$ cat config.mk
export PLATFORM = sky130hd
export DESIGN_NAME = exchange_sort_double_keys_unit
export DESIGN_NICKNAME = d
export VERILOG_FILES = /design/src/rtl/core/esdk_pkg.sv /design/src/rtl/core/exchange_sort_double_keys_unit.sv /design/src/rtl/core/esdk_cell.sv
export SDC_FILE = /design/constraint.sdc
export NUM_CORES = 2
export LEC_CHECK = 0
export ABC_AREA = 1
export CORE_MARGIN = 3
export CORE_UTILIZATION = 30
export CTS_CLUSTER_DIAMETER = 100
export DETAILED_ROUTE_END_ITERATION = 12
export DONT_BUFFER_PORTS = 1
export GPL_ROUTABILITY_DRIVEN = 0
export SLEW_MARGIN = 10
export SYNTH_ARGS = -nofsm -noshare
export SYNTH_HDL_FRONTEND = slang
export SYNTH_SLANG_ARGS = --single-unit
$ cat constraint.sdc
create_clock -name aclk -period 9.5 [get_ports aclk]
set_clock_uncertainty 0.2 [all_clocks]
set_input_delay 0.475 -clock aclk [delete_from_list [all_inputs] [get_ports aclk]]
set_output_delay 0.475 -clock aclk [all_outputs]
set_load 0.05 [all_outputs]
$ cat src/rtl/core/esdk_pkg.sv
package esdk_pkg;
    localparam int MAX_ITEMS_DEF = 16;
    localparam int KEY_BITS_DEF  = 64;

    typedef enum logic [1:0] {
        ST_LOAD,
        ST_DRAIN
    } state_t;

    typedef struct packed {
        logic load;
        logic shift;
    } cell_ctl_t;

    function automatic logic [63:0] order_rank(input logic [63:0] k);
        order_rank = k[63] ? ~k : (k | {1'b1, 63'd0});
    endfunction
endpackage

$ cat src/rtl/core/exchange_sort_double_keys_unit.sv
// Sorter for sets of double keys, ascending by a total order on bit patterns
// (-0 below +0). Input beats on s_valid/s_ready carry s_key and s_last;
// s_last closes a set. Keys enter a chain of MAX_ITEMS compare cells, one
// beat per cycle while loading; each cell compares the incoming key with its
// own and, where the new key is smaller or the cell is empty, takes its left
// neighbor's key or the new key. Beats beyond capacity are discarded. After the
// closing beat the chain shifts out left, one result beat per cycle on
// m_valid/m_ready while m_ready is high, m_end_of_set on the final key,
// m_dropped on every key of a set that lost beats beyond capacity. The first
// result is offered in the cycle after the closing beat. Input is refused
// while a set drains, so a new set cannot enter before the last one has
// drained. A stalled receiver freezes the chain.
// Reset (aresetn low, synchronous) empties the chain and clears counts.
module exchange_sort_double_keys_unit #(
    parameter int MAX_ITEMS = esdk_pkg::MAX_ITEMS_DEF,
    parameter int KEY_BITS  = esdk_pkg::KEY_BITS_DEF
) (
    input  logic                aclk,
    input  logic                aresetn,
    input  logic                s_valid,
    output logic                s_ready,
    input  logic [KEY_BITS-1:0] s_key,
    input  logic                s_last,
    output logic                m_valid,
    input  logic                m_ready,
    output logic [KEY_BITS-1:0] m_sorted_key,
    output logic                m_end_of_set,
    output logic                m_dropped
);
    import esdk_pkg::*;

    localparam int CW = $clog2(MAX_ITEMS + 1);

    state_t          state_reg, state_next;
    logic [CW-1:0]   cnt_reg, cnt_next;
    logic            ovf_reg, ovf_next;
    cell_ctl_t       ctl;
    logic            s_acc, m_acc;

    logic [KEY_BITS-1:0] kout [MAX_ITEMS];
    logic [MAX_ITEMS-1:0] occ;
    logic [MAX_ITEMS-1:0] take;

    assign s_acc = s_valid && s_ready;
    assign m_acc = m_valid && m_ready;

    genvar g;
    for (g = 0; g < MAX_ITEMS; g++) begin : g_cell
        assign occ[g] = (cnt_reg > CW'(g));
        esdk_cell #(.KEY_BITS(KEY_BITS)) u_cell (
            .aclk      (aclk),
            .ctl       (ctl),
            .occ_in    (cnt_reg >= CW'(g)),
            .new_key   (s_key),
            .occ_here  (occ[g]),
            .prev_take ((g == 0) ? 1'b0 : take[(g + MAX_ITEMS - 1) % MAX_ITEMS]),
            .prev_key  (kout[(g + MAX_ITEMS - 1) % MAX_ITEMS]),
            .next_key  ((g == MAX_ITEMS - 1) ? kout[g] : kout[(g + 1) % MAX_ITEMS]),
            .key_out   (kout[g]),
            .take_out  (take[g])
        );
    end

    assign m_sorted_key = kout[0];
    assign m_end_of_set = (cnt_reg == CW'(1));
    assign m_dropped    = ovf_reg;

    always_ff @(posedge aclk) begin
        if (!aresetn) begin
            state_reg <= ST_LOAD;
            cnt_reg   <= '0;
            ovf_reg   <= 1'b0;
        end else begin
            state_reg <= state_next;
            cnt_reg   <= cnt_next;
            ovf_reg   <= ovf_next;
        end
    end

    always_comb begin
        state_next = state_reg;
        cnt_next   = cnt_reg;
        ovf_next   = ovf_reg;
        s_ready    = 1'b0;
        m_valid    = 1'b0;
        ctl        = '0;
        unique case (state_reg)
            ST_LOAD: begin
                s_ready  = 1'b1;
                ctl.load = s_acc && (cnt_reg < CW'(MAX_ITEMS));
                if (s_acc) begin
                    if (cnt_reg < CW'(MAX_ITEMS)) begin
                        cnt_next = cnt_reg + CW'(1);
                    end else begin
                        ovf_next = 1'b1;
                    end
                    if (s_last) begin
                        state_next = ST_DRAIN;
                    end
                end
            end
            ST_DRAIN: begin
                m_valid   = 1'b1;
                ctl.shift = m_acc;
                if (m_acc) begin
                    cnt_next = cnt_reg - CW'(1);
                    if (cnt_reg == CW'(1)) begin
                        state_next = ST_LOAD;
                        ovf_next   = 1'b0;
                    end
                end
            end
            default: state_next = ST_LOAD;
        endcase
    end

    a_no_overlap: assert property (@(posedge aclk) disable iff (!aresetn)
        !(s_ready && m_valid)) else $error("load and drain overlap");
    a_cnt_bound: assert property (@(posedge aclk) disable iff (!aresetn)
        cnt_reg <= CW'(MAX_ITEMS)) else $error("fill count overrun");
    a_drain_nonempty: assert property (@(posedge aclk) disable iff (!aresetn)
        m_valid |-> cnt_reg != '0) else $error("drain with empty chain");
    a_end_returns: assert property (@(posedge aclk) disable iff (!aresetn)
        (m_acc && m_end_of_set) |=> (s_ready && !ovf_reg))
        else $error("set not closed after final beat");
endmodule

$ cat src/rtl/core/esdk_cell.sv
module esdk_cell #(
    parameter int KEY_BITS = esdk_pkg::KEY_BITS_DEF
) (
    input  logic                  aclk,
    input  esdk_pkg::cell_ctl_t   ctl,
    input  logic                  occ_in,
    input  logic [KEY_BITS-1:0]   new_key,
    input  logic                  occ_here,
    input  logic                  prev_take,
    input  logic [KEY_BITS-1:0]   prev_key,
    input  logic [KEY_BITS-1:0]   next_key,
    output logic [KEY_BITS-1:0]   key_out,
    output logic                  take_out
);
    import esdk_pkg::*;

    logic [KEY_BITS-1:0] key_reg;
    logic                take_new;

    // load: new key lands in the first empty cell or first cell holding a larger key,
    // larger keys move one cell right
    assign take_new = !occ_here || (order_rank(new_key) < order_rank(key_reg));
    assign key_out  = key_reg;
    assign take_out = take_new;

    always_ff @(posedge aclk) begin
        if (ctl.load && occ_in) begin
            if (take_new) begin
                key_reg <= prev_take ? prev_key : new_key;
            end
        end else if (ctl.shift) begin
            key_reg <= next_key;
        end
    end
endmodule

After elaboration in Yosys (flattened, before gate mapping)
Index checks and enable logic that the tools add are counted.
{"block": "word_totals", "register_bits": 1032, "out_inout_bits": 68, "inputBits": 69, "word_cells": 292}
{"block": "classes", "mux": 95, "n_addsub": 2, "n_bitwise": 17, "reduce_logical": 87, "order_cmp": 49, "n_eq_ne": 23}
{"op": "64-bit 2-to-1 mux", "n": 77}
{"op": "64-bit inverter", "n": 17}
{"op": "64-bit < comparator", "n": 16}
{"op": "5-bit by 4-bit greater-or-equal comparator with 1-bit output (second input constant)", "n": 8}
{"op": "5-bit by 4-bit > comparator with 1-bit output (second input constant)", "n": 8}
{"op": "2-bit AND reduction", "n": 16}
{"op": "2-bit nonzero test", "n": 16}
{"op": "2-bit by 1-bit != test with 1-bit output (second input constant)", "n": 15}
{"op": "5-bit by 3-bit greater-or-equal comparator with 1-bit output (second input constant)", "n": 4}
{"op": "5-bit by 3-bit > comparator with 1-bit output (second input constant)", "n": 4}
{"op": "1-bit logical AND", "n": 19}
{"op": "1-bit logical NOT", "n": 16}
{"op": "1-bit logical OR", "n": 16}
{"op": "5-bit 2-to-1 mux", "n": 3}
{"op": "2-bit != test (second input constant)", "n": 6}
{"op": "5-bit by 1-bit greater-or-equal comparator with 1-bit output (second input constant)", "n": 2}
{"op": "5-bit by 2-bit greater-or-equal comparator with 1-bit output (second input constant)", "n": 2}
{"op": "5-bit by 1-bit > comparator with 1-bit output (second input constant)", "n": 2}
{"op": "5-bit by 2-bit > comparator with 1-bit output (second input constant)", "n": 2}
{"op": "5-bit case mux with 2 select lines", "n": 1}
{"op": "1-bit 2-to-1 mux", "n": 8}
{"op": "2-bit 2-to-1 mux", "n": 4}
{"op": "4-bit AND reduction", "n": 2}
{"op": "5-bit by 1-bit adder with 5-bit output (second input constant)", "n": 1}
{"op": "other kinds (8)", "n": 8}

Depth between registers and ports, before layout
{"block": "depth", "word_depth": 8, "ltp_mapped": 23, "mapped_depth_nobuf": 20}

Cells and area by module
Synthesis repeated with hierarchy kept, for this count alone.
{"block": "unflattened", "hier_cells": 11124, "hier_area_um2": 92408.6}
{"module": "esdk_cell", "area_each_um2": 5724.2, "seq_area_each_um2": 1921.8, "cells_per_inst": 687, "instances": 16}
{"module": "exchange_sort_double_keys_unit", "area_each_um2": 820.8, "seq_area_each_um2": 140.1, "cells_per_inst": 132, "instances": 1}

Worst setup path after synthesis
No wires, ideal clock.
{"block": "synth_timing", "kind": "input-to-reg", "start": "input port s_key[63]", "end": "register g_cell[0].u_cell.key_reg[0], enable pin", "path_buffers": 4, "setup_ns": 0.524, "t_required_ns": 8.776, "path_stages": 17, "t_arrival_ns": 6.608, "slack_ns": 2.168, "cell_sequence": "buf_1 buf_1 xor2_1 ha_1 a21oi_1 nor2_1 a211oi_1 nand2_1 nand2_1 nand2_1 nand2_1 nand2_1 nand2_1 nand2_1 buf_4 buf_4 a31oi_1"}
{"block": "synth_between", "elab_chain_len": 6}
{"element": "from (decl)", "line_no": "exchange_sort_double_keys_unit.sv:22", "rtl": "input logic [KEY_BITS-1:0] s_key,"}
{"element": "64-bit inverter", "line_no": "esdk_pkg.sv:16", "rtl": "order_rank = k[63] ? ~k : (k | {1'b1, 63'd0});"}
{"element": "64-bit 2-to-1 mux *", "line_no": "esdk_pkg.sv:16"}
{"element": "64-bit < comparator *", "line_no": "esdk_cell.sv:22", "rtl": "assign take_new = !occ_here || (order_rank(new_key) < order_rank(key_reg));"}
{"element": "1-bit logical OR *", "line_no": "esdk_cell.sv:22"}
{"element": "2-bit by 1-bit != test with 1-bit output (no line) *"}
{"element": "2-bit AND reduction (no line) *"}
{"element": "to (signal assigned)", "line_no": "esdk_cell.sv:29", "rtl": "key_reg <= prev_take ? prev_key : new_key;"}
{"element": "to (signal assigned)", "line_no": "esdk_cell.sv:32", "rtl": "key_reg <= next_key;"}
{"element": "to (decl)", "line_no": "esdk_cell.sv:17", "rtl": "logic [KEY_BITS-1:0] key_reg;"}
Mark *: on every way between the ends. The rest lies on a longest branch, timed or not.
A chain may end at the register's enable or synchronous reset.

Final worst setup path
{"block": "layout_timing", "start": "register state_reg[0]", "end": "register g_cell[14].u_cell.key_reg[24], enable pin"}
{"block": "layout_between", "elab_chain_len": 8, "word_cells_on_any_way": 13, "cone_classes": "eq/ne: 2; mux: 4; reduce/logical: 7"}
{"element": "from (decl)", "line_no": "exchange_sort_double_keys_unit.sv:34", "rtl": "state_t state_reg, state_next;"}
{"element": "from (signal assigned)", "line_no": "exchange_sort_double_keys_unit.sv:74", "rtl": "state_reg <= state_next;"}
{"element": "2-bit logical NOT *", "line_no": "exchange_sort_double_keys_unit.sv:87", "rtl": "unique case (state_reg)"}
{"element": "1-bit 2-to-1 mux *", "line_no": "exchange_sort_double_keys_unit.sv:87"}
{"element": "via s_ready", "line_no": "exchange_sort_double_keys_unit.sv:21", "rtl": "output logic s_ready,"}
{"element": "1-bit logical AND *", "line_no": "exchange_sort_double_keys_unit.sv:44", "rtl": "assign s_acc = s_valid && s_ready;"}
{"element": "1-bit logical AND *", "line_no": "exchange_sort_double_keys_unit.sv:90", "rtl": "ctl.load = s_acc && (cnt_reg < CW'(MAX_ITEMS));"}
{"element": "1-bit 2-to-1 mux *", "line_no": "exchange_sort_double_keys_unit.sv:87"}
{"element": "1-bit logical AND *", "line_no": "esdk_cell.sv:27", "rtl": "if (ctl.load && occ_in) begin"}
{"element": "2-bit by 1-bit != test with 1-bit output (no line) / 2-bit nonzero test (equally long branches)"}
{"element": "2-bit AND reduction (no line) *"}
{"element": "to (signal assigned)", "line_no": "esdk_cell.sv:29"}
{"element": "to (signal assigned)", "line_no": "esdk_cell.sv:32"}
{"element": "to (decl)", "line_no": "esdk_cell.sv:17"}
The timed path passes the listed nets; every way through them passes the cells marked *.

==> results.cfg <==
[run_status]
outcome = finished clean

[die]
fp-row-count = 200
die-area_sq_mm = 0.307
fp.coreArea_sq_mm = 0.298
die_width_um = 554
chipHeight_um = 554
top_level_ports = 137
initial_core_util = 0.302

[timing]
finalMaxSlewViolations = 0
report.final.hold_viol_count = 0
rsz0062_at_grt = false
tightestPinTransition_ns = 1.31
accumulated_negative_setup_slack_ns = 0
max_slew_margin = 0.129
finalCriticalPeriod_ns = 7.16
period_share = 0.754
achievable-frequency_mhz = 140
setup_violations = 0

[cts]
worst_path_clk_slew_ns = 0.06
tritoncts = yes
cts-buffers-inserted = 135
clk_buf_depth = 3
clock_sink_count = 1031
cts_h_tree_depth = 4
cts.repair_timing.setup_buffer_count = 0
post_cts.resized_instances = 0
worstSkewPairLatency_ns = 0.87
root_buffer = sky130_fd_sc_hd__clkbuf_16

[power_and_ir_drop]
vdd.ir_drop.worst_v = 0.000136
power_report.internal_total_w = 0.0108
power_frac_clock = 0.283
power.switching_fraction = 0.424
power.switching_w = 0.00799
static-leakage-power_nw = 45.2
power_per_cell_area_mw_per_mm2 = 189
power.combinational.fraction = 0.380
share_seq_of_total_power = 0.337

[layout]
most_used_cells_in_the_layout_excluding_fill_and_tap_cells = sky130_fd_sc_hd__nand2_1 (3,627), sky130_fd_sc_hd__nand3_1 (1,935), sky130_fd_sc_hd__inv_1 (1,131), sky130_fd_sc_hd__edfxtp_1 (1,024), sky130_fd_sc_hd__ha_1 (1,013)
design.final.nets = 12600
final_common_cell = sky130_fd_sc_hd__nand2_1
final_util = 0.334
largest_reg_flops = 1024
fillers = 31500
synthToLayoutAreaGrowth_pct = 10.3
drive_above_1_share = 0.0475

[global_routing]
pin_count_of_the_biggest_net_entering_global_routing = 71
wire_length_of_the_first_global_routing_pass_um = 570000
global_route.usage.total = 0.249
grt_antenna_before_repair = 28
number_of_global_route_vias_before_repair = 80700
grt.overflow.total = 0

[synth]
synth_nets = 12800
netlist_area_sq_mm = 0.0901
post_synth.cell_area_avg_sq_um = 7.67
sequential_cell_area_fraction_in_the_yosys_report = 0.343
number_of_synthesized_register_bits = 1031
yosys_warnings = 0
synth_unique_cells = 37
postSynthCellCount = 11800

[critical_path]
worst-endpoint-required_ns = 9.77
crit_arrival_ns = 7.43
timing.critical_path.fanout_max = 70
worst_reg_to_reg_setup_slack_ns = 2.34
worst_setup_path_start_kind = flip-flop
worstSetupEndpointType = flip-flop
criticalPathCategory = reg -> reg

[detailed_routing]
drt_first_iter_violations = 12100
finalWirelength_um = 396000
drt-wirelength-per-cell_um = 25.5
viasPerCell = 5.52
detail_route.first_pass.iterations = 9
drc = 0
routed_antenna_nets = 0
detailroute.via_count = 85800

[place]
post-dp-hpwl_um = 264000
port_buffers = 0

[worst_hold_path]
min_path_type = in -> reg

[run]
maxCapViolations = 0
-- power by group through the flow --
| stage | Clock [W] | Sequential (W) | Combinational [W] |
|---|---|---|---|
| floorplan | 0 | 0.00623 | 0.00452 |
| global placement | 0 | 0.00643 | 0.00671 |
| detailed placement | 0 | 0.00643 | 0.00680 |
| CTS | 0.00534 | 0.00634 | 0.00689 |
| global route | 0.00552 | 0.00638 | 0.00772 |
| finish | 0.00533 | 0.00635 | 0.00715 |
-- critical path: stages (launching register included) --
cell and delay [ns]:
sky130_fd_sc_hd__dfxtp_1 0.57, sky130_fd_sc_hd__inv_1 0.54, sky130_fd_sc_hd__nand2_1 0.20, sky130_fd_sc_hd__nor2_4 0.11
sky130_fd_sc_hd__buf_4 0.76, sky130_fd_sc_hd__inv_1 0.53, sky130_fd_sc_hd__nor2_4 0.93, sky130_fd_sc_hd__clkinv_2 0.12
sky130_fd_sc_hd__buf_4 0.49, sky130_fd_sc_hd__nor2_4 0.19, sky130_fd_sc_hd__buf_4 0.57, sky130_fd_sc_hd__nand2_1 0.19
sky130_fd_sc_hd__nand2_4 0.52, sky130_fd_sc_hd__buf_4 0.62
-- worst paths after layout --
check / from / endpoint / cells past startpoint
setup reg to reg: state_reg[0]$_SDFFE_PN0P_ / g_cell[14].u_cell.key_out[24]$_DFFE_PP_ / 13
hold / removal: m_ready / cnt_reg[4]$_SDFFE_PN0P_ / 4
hold reg to reg: g_cell[13].u_cell.key_out[63]$_DFFE_PP_ / g_cell[12].u_cell.key_out[63]$_DFFE_PP_ / 2
setup / recovery: state_reg[0]$_SDFFE_PN0P_ / g_cell[14].u_cell.key_out[24]$_DFFE_PP_ / 13
-- cells in the mapped netlist (all sizes together) --
cell	instances	area, sq um
nand3b	3	22.5
nand4	77	482
nor4	22	138
a211oi	20	150
clkbuf	361	1360
nand3	1935	9680
nor3	57	285
o21a	24	180
o221ai	17	149
nor4b	3	26.3
nor2	165	619
o211ai	38	285
xnor2	993	8700
o21bai	4	30.0
a21o	6	45.0
a21boi	2	15.0
inv	1152	4320
o21ai	204	1020
a31o	1	8.76
buf	347	1940
o2111ai	2	17.5
nand2	3676	13800
ha	1013	12700
or3	2	12.5
dfxtp	7	140
xor2	64	561
nor3b	4	30.0
a31oi	19	119
edfxtp	1024	30700
and3	4	25.0
a21oi	511	2560
-- layer usage --
| layer | wire [um] | GRT usage |
|---|---|---|
| met5 | 203 | 0.00438 |
| met2 | 165000 | 0.373 |
| met3 | 50300 | 0.0662 |
| met4 | 28900 | 0.153 |
| met1 | 151000 | 0.318 |
-- kinds of logic (layout without fill, tap and decap cells) --
logic type | count (synthesis) | after routing | share of synthesized area
xor gates and xnor gates | 1057 | 1057 | 0.103
adders and majority gates | 1013 | 1013 | 0.141
DFF | 1031 | 1031 | 0.343
other | 0 | 17 | 0
and+or+nand+nor | 5948 | 5948 | 0.279
buffers and inverters | 1860 | 1680 | 0.0845
AOI/OAI and AO/OA | 848 | 848 | 0.0508
-- area by class of cell --
cell class	instances	area (sq um)	area share
clock buffers	170	3640	0.0366
multi-input cells	8866	52600	0.529
clock inverters	76	704	0.00708
well taps	3939	4930	0.0496
inverters	1152	4330	0.0435
flip-flops and latches	1031	30900	0.311
repair buffers	282	2320	0.0233
diodes	17	42.5	0.000428
-- stage by stage --
| step | power (W) | hold slack (ns) | setup slack [ns] | instances | instance area, sq um |
|---|---|---|---|---|---|
| after floorplan | 0.0107 | 0.274 | 2.17 | 11800 | 90100 |
| after global placement | 0.0131 | 0.310 | 2.75 | 15200 | 94400 |
| after detailed placement | 0.0132 | 0.315 | 2.63 | 15200 | 94400 |
| after CTS | 0.0186 | 0.0214 | 2.62 | 15500 | 99400 |
| after global routing | 0.0196 | 0.0537 | 2.23 | 15500 | 99400 |
| final | 0.0188 | 0.0606 | 2.34 | 15500 | 99500 |
-- what timing repair did --
item,4_1_cts,5_1_grt
setup endpoints to repair,0,0
endpoints found under the hold margin,149,0
hold buffers,69,0
Note: power is estimated with default switching activity, not from simulation.
